`config.mk`:
```
export PLATFORM = sky130hd
export DESIGN_NAME = rtmml_cell
export DESIGN_NICKNAME = d
export VERILOG_FILES = /design/src/rtmml_pkg.sv /design/src/rtmml_cell.sv
export SDC_FILE = /design/constraint.sdc
export NUM_CORES = 1
export LEC_CHECK = 0
export BUFFER_PORTS_ARGS = -buffer_cell sky130_fd_sc_hd__clkbuf_2
export CORE_AREA = 2 2 181 183
export CTS_CLUSTER_DIAMETER = 100
export CTS_CLUSTER_SIZE = 16
export DETAILED_ROUTE_END_ITERATION = 16
export DIE_AREA = 0 0 183 185
export PLACE_DENSITY = 0.59
export SYNTH_ARGS = -nofsm -noshare
export SYNTH_HDL_FRONTEND = slang
export SYNTH_SLANG_ARGS = --single-unit
```
`constraint.sdc`:
```
create_clock -name clk_i -period 6.3 [get_ports clk_i]
set_input_delay 1.26 -clock clk_i [delete_from_list [all_inputs] [get_ports clk_i]]
set_output_delay 1.26 -clock clk_i [all_outputs]
set_load 0.02 [all_outputs]
```
`src/rtmml_pkg.sv`:
```
// ----------------------------------------------------------------------------
// Route table lookup package
// Shared types, codes and defaults for the route table and its cells.
// ----------------------------------------------------------------------------
`default_nettype none

package rtmml_pkg;

  // Default table depth.
  localparam int unsigned MaxEntriesDef = 128;

  // Field widths.
  localparam int unsigned AddrW   = 32;
  localparam int unsigned IfaceW  = 4;
  localparam int unsigned CostW   = 30;
  localparam int unsigned CmdW    = 2;
  localparam int unsigned StatusW = 2;
  localparam int unsigned CountW  = 8;

  // Command codes.
  localparam logic [CmdW-1:0] CmdAdd    = 2'd0;
  localparam logic [CmdW-1:0] CmdRemove = 2'd1;
  localparam logic [CmdW-1:0] CmdLookup = 2'd2;
  localparam logic [CmdW-1:0] CmdClear  = 2'd3;

  // Status codes.
  localparam logic [StatusW-1:0] StOk      = 2'd0;
  localparam logic [StatusW-1:0] StFull    = 2'd1;
  localparam logic [StatusW-1:0] StMissing = 2'd2;

  // One stored route.
  typedef struct packed {
    logic [AddrW-1:0]  dest;
    logic [AddrW-1:0]  gateway;
    logic [IfaceW-1:0] iface;
    logic              kind;
    logic [CostW-1:0]  cost;
  } entry_t;

  // Search state handed from cell to cell.
  typedef struct packed {
    logic              found;    // a destination match at or before this cell
    logic              hit;      // a full lookup match at or before this cell
    logic [CostW-1:0]  cost;     // best metric so far
    logic [AddrW-1:0]  gateway;  // gateway of the best match so far
  } carry_t;

  // Control sent from the sequencer to every cell.
  typedef struct packed {
    logic             wr_en;
    logic             shift_en;
    logic [AddrW-1:0] key_dest;
    logic [IfaceW-1:0] key_iface;
  } cell_ctrl_t;

endpackage

`default_nettype wire

```
`src/rtmml_cell.sv`:
```
// ----------------------------------------------------------------------------
// Route table cell
// Holds one route, compares it with the search key and passes the running
// search result on to the next cell.
// ----------------------------------------------------------------------------
`default_nettype none

module rtmml_cell
  import rtmml_pkg::*;
(
  input  wire logic       clk_i,
  input  wire logic       rst_ni,
  input  wire cell_ctrl_t ctrl_i,
  input  wire logic       sel_i,     // this cell is the next free slot
  input  wire logic       valid_i,   // this cell lies below the entry count
  input  wire entry_t     add_i,
  input  wire entry_t     next_i,    // route held by the following cell
  input  wire carry_t     carry_i,
  output entry_t          entry_o,
  output carry_t          carry_o
);

  entry_t entry_q;
  carry_t carry_q, carry_d;
  logic   match_rm, match_lk, take;

  // Compare the stored route with the key.
  assign match_rm = valid_i && (entry_q.dest == ctrl_i.key_dest);
  assign match_lk = match_rm && (entry_q.iface == ctrl_i.key_iface);
  // A strictly smaller metric wins, so the earliest route keeps a tie.
  assign take     = match_lk && (!carry_i.hit || (entry_q.cost < carry_i.cost));

  always_comb begin
    carry_d.found   = carry_i.found | match_rm;
    carry_d.hit     = carry_i.hit | match_lk;
    carry_d.cost    = take ? entry_q.cost : carry_i.cost;
    carry_d.gateway = take ? entry_q.gateway : carry_i.gateway;
  end

  // Search state advances one cell per cycle.
  always_ff @(posedge clk_i or negedge rst_ni) begin
    if (!rst_ni) begin
      carry_q <= '0;
    end else begin
      carry_q <= carry_d;
    end
  end

  // Route storage: written by add, or shifted down behind a removed route.
  always_ff @(posedge clk_i) begin
    if (ctrl_i.wr_en && sel_i) begin
      entry_q <= add_i;
    end else if (ctrl_i.shift_en && carry_q.found) begin
      entry_q <= next_i;
    end
  end

  assign entry_o = entry_q;
  assign carry_o = carry_q;

endmodule

`default_nettype wire

```
# After elaboration in Yosys (flattened, before gate mapping)
# Cells that the tools add are included.
dict set report word_totals {
  word_cells 26
  regBits 163
  out_inout_bits 163
  input_bits 304
}
dict set report op_classes {
  eq_ne 2
  n_bitwise 2
  magnitude_cmp 1
  reduce_logical 8
  n_mux 4
}
# operator count
set op_table {}
lappend op_table {{two-way mux 99 bit} 2}
lappend op_table {{equality test 32 bit} 1}
lappend op_table {{two-way mux 32 bit} 1}
lappend op_table {{< comparator 30 bit} 1}
lappend op_table {{two-way mux 30 bit} 1}
lappend op_table {{logical AND 1 bit} 5}
lappend op_table {{equality test 4 bit} 1}
lappend op_table {{OR 1 bit} 2}
lappend op_table {{nonzero test 2 bit} 1}
lappend op_table {{zero test 1 bit} 1}
lappend op_table {{logical OR 1 bit} 1}

# Logic depth before layout (Yosys ltp)
dict set report depth {
  ltp_word 5
  ltp_mapped 9
  depth_no_buf 8
}

# Least setup slack after synthesis
# No wires, ideal clock.
dict set report synth_timing {
  path_type {input to register}
  from {in ctrl_i[37] in the netlist's numbering}
  to {reg entry_q (netlist bit entry_o[0]), enable pin}
  t_arrival_ns 3.507
  setup_ns 0.916
  path_slack_ns 1.877
  stages 3
  required_time_ns 5.384
  n_path_buf 1
  path_cell_list {nand2_1 clkbuf_1 nand2_1}
}
dict set report synth_via {
  elab_chain_cells 2
}
# element line_no
set synth_lines {}
lappend synth_lines {{start: declaration} rtmml_cell.sv:13} ;# input wire cell_ctrl_t ctrl_i,
lappend synth_lines {{logical AND 1 bit} rtmml_cell.sv:51} ;# if (ctrl_i.wr_en && sel_i) begin
lappend synth_lines {{nonzero test 2 bit (no source line)} -}
lappend synth_lines {{end signal: assignment} rtmml_cell.sv:52} ;# entry_q <= add_i;
lappend synth_lines {{end signal: assignment} rtmml_cell.sv:54} ;# entry_q <= next_i;
lappend synth_lines {{end: declaration} rtmml_cell.sv:23} ;# entry_t entry_q;
# No other way between the ends.
# A chain may end at the register's enable or synchronous reset.

==> reports/summary.txt <==
WL/cell -> 17.9 um
CTS resizes -> 0
DP Worst Slack -> 1.88 ns
Via/cell ratio -> 4.24
Pre-antenna DRT Iters -> 4
Synth Cell Area -> 7670 um^2
CTS Buf Count -> 17
TritonCTS clock tree -> yes
# rows -> 66
Layout cells sized above 1 -> 0.666
Min-Delay Path Class -> flop to flop
GR Util All Layers -> 0.148
CP endpoint kind -> flop
Fin nets -> 1,307
Multiplexer share of the synthesized area -> 0.236
Reg2reg path depth -> 7
Fill cells -> 3,216
Leakage Power -> 5.20 nW
RSZ-0062 raised after global routing -> no
Post-synthesis adder-cell area fraction -> 0.0473
Seq/Total Area, Yosys -> 0.596
WS Path Type -> primary input to flop
Final HPWL DP -> 19.9 mm
Compound-Gate Fraction of Synth Area -> 0.0243
Final Max Slew Viols -> 0
First-pass GRT wire length -> 36.8 mm
RD Place Congestion -> 0.842
Worst Slack Setup Final -> 2.36 ns
Pwr Total -> 2.76 mW
Clock power frac -> 0.372
Setup TNS -> 0 ns
Fin Hold WS -> 0.500 ns
Netlist cell types -> 29
Internal -> 1.98 mW
Root Buffer -> clkbuf_16
Reg2reg setup slack -> 2.78 ns
Largest family of logic cells by synthesized area -> multiplexers
Post-Route Skew -> 0.0189 ns
Startpoint Class -> primary input
Worst skew pair latency -> 0.45 ns
Comb power frac -> 0.168
Crit-path max FO -> 61
WP data required -> 6.62 ns
Post-Synth XOR/XNOR Area -> 0.0400
Detail Route Antenna Nets -> 0
# Max-Cap Violations -> 0
Chip Height -> 185 um
Port Buffers -> 466
Most common cell after layout, fill and taps aside -> clkbuf_2
CP peak stage delay -> 0.73 ns
Core Region -> 32,000 um^2
CTS sink cnt -> 163
Post-layout util -> 0.343
Overflow left after global routing -> 0
Final period util -> 0.626
Worst reg2reg startpoint -> entry_o[93]
Final-report hold violation count -> 0
VDD IR-drop max -> 184 uV
Synth warn -> 0
Synth-to-Final Area Change -> 43.5%
Fmax -> 254 MHz
Worst rel slew slack -> 0.370
Slowest-stage cell, CP -> buf_4
FF-to-FF End -> carry_o[14]
Starting Density -> 0.239
Post-Synthesis Mean Instance Area -> 15.3 um^2
CTS clk-pin slew, worst paths -> 0.07 ns
Antenna cells -> 0
WL final -> 25.0 mm
Setup crit end -> carry_o[14]
Die area -> 33,900 um^2
Sw Ratio -> 0.281
Initial antenna violation count -> 1
Final min period -> 3.94 ns
Boundary Pins -> 467
CTS H-tree depth -> 4
Clock Path Buffers -> 2
Net switching power -> 0.776 mW
Reg power frac -> 0.460
# hold bufs at CTS -> 0
Number of global-route vias before repair -> 6,330
CP cell instances -> clkbuf_2 > xor2_1 > nor4_1 > nand4_1 > or4_4 > a2111oi_4 > buf_4 > mux2_2
Post-Synth Simple-Gate Area -> 0.0264
Run status -> finished clean
DR iter-0 viols -> 166
Seq cells post-synth -> 163
Worst-Margin Slew -> 0.945 ns
Post-synthesis instance total -> 502
DR DRC count -> 0
Critical path origin -> ctrl_i[30]
Die Width -> 183 um
Via count -> 5,920
Commonest non-fill, non-tap cells in the layout -> clkbuf_2 (465), mux2_2 (154), edfxtp_1 (99)
Largest net degree at the start of global routing -> 65
Post-CTS setup buffer count -> 0
Count of final setup violators -> 0
Power Dens Cells -> 251 nW/um^2
Syn nets -> 835
Arrival time worst endpoint -> 4.27 ns
-- critical path, delay by kind of cell --
family | cells | cell delay (ns)
simple gates | 3 | 1.29
compound gates | 1 | 0.24
mux | 1 | 0.43
buf+inv | 2 | 0.82
xor+xnor | 1 | 0.15
-- state kept, by name, indices dropped and copies added, names as in the netlist --
| name | cells |
|---|---|
| carry_o | 64 |
| entry_o | 99 |
-- logic make-up after synthesis --
| kind of cell | count (synthesis) |
|---|---|
| DFF | 163 |
| muxes | 161 |
| buffers and inverters | 48 |
| and+or+nand+nor | 38 |
| xor gates and xnor gates | 35 |
| adders and majority gates | 29 |
| AOI/OAI and AO/OA | 28 |
-- how the worst min path moves through the flow --
stage	startpoint	slack, ns	end	cells past startpoint
final	entry_o[42]	0.50	carry_o[7]	1
after detailed placement	entry_o[42]	0.49	carry_o[7]	1
after floorplan	entry_o[42]	0.63	carry_o[7]	1
after CTS	entry_o[42]	0.50	carry_o[7]	1
after global routing	entry_o[52]	0.52	carry_o[17]	1
after global placement	entry_o[42]	0.48	carry_o[7]	1
-- layer usage --
layer  vias up  GRT usage  part of all wire
met5         -          0           0.00052
met4         2     0.0550             0.017
met3        25     0.0507             0.072
met2       275      0.259              0.51
met1      2827      0.167              0.40
li1       2791          -                 -
-- Yosys cell counts --
master / instances / area (um^2)
nand3_1: 4 / 20.0
clkbuf_1: 10 / 37.5
nor2b_1: 1 / 6.26
a221oi_1: 1 / 8.76
a21oi_1: 11 / 55.1
nand2b_1: 2 / 12.5
a211oi_1: 3 / 22.5
a2111oi_4: 1 / 27.5
ha_1: 29 / 363
o21ai_0: 7 / 35.0
nor2_1: 6 / 22.5
xnor2_1: 8 / 70.1
nand4_1: 6 / 37.5
o211ai_1: 1 / 7.51
mux2_2: 154 / 1730
o21a_1: 2 / 15.0
nor4_1: 7 / 43.8
xor2_1: 27 / 236
and4_1: 1 / 8.76
inv_1: 32 / 120
edfxtp_1: 99 / 2970
and3_1: 1 / 6.26
or4_4: 1 / 11.3
dfrtp_1: 64 / 1600
a21o_1: 1 / 7.51
a22oi_1: 1 / 7.51
nand2_1: 9 / 33.8
buf_6: 6 / 67.6
mux2_1: 7 / 78.8
-- power groups by stage --
stage          registers (mW)  logic, mW  clock network [mW]
3_5_place_dp             1.29      0.469                   0
5_1_grt                  1.28      0.505                1.09
4_1_cts                  1.27      0.471                1.06
3_3_place_gp             1.29      0.463                   0
2_1_floorplan            1.37      0.152                   0
6_report                 1.27      0.462                1.03
-- through the flow --
step,instances,instance area (um^2)
floorplan,502,7670
global placement,1363,10400
detailed placement,1363,10400
CTS,1395,11000
global route,1395,11000
finish,1395,11000
-- final cells by class --
class,count,area (um^2),area share
Clock inverter,13,123,0.0111
Inverter,32,120,0.0109
Tap cell,408,510,0.0464
Sequential cell,163,4570,0.416
Clock buffer,19,433,0.0393
Multi-Input combinational cell,291,2890,0.262
Timing Repair Buffer,469,2360,0.214
No activity file was read; power rests on OpenSTA's default activity.
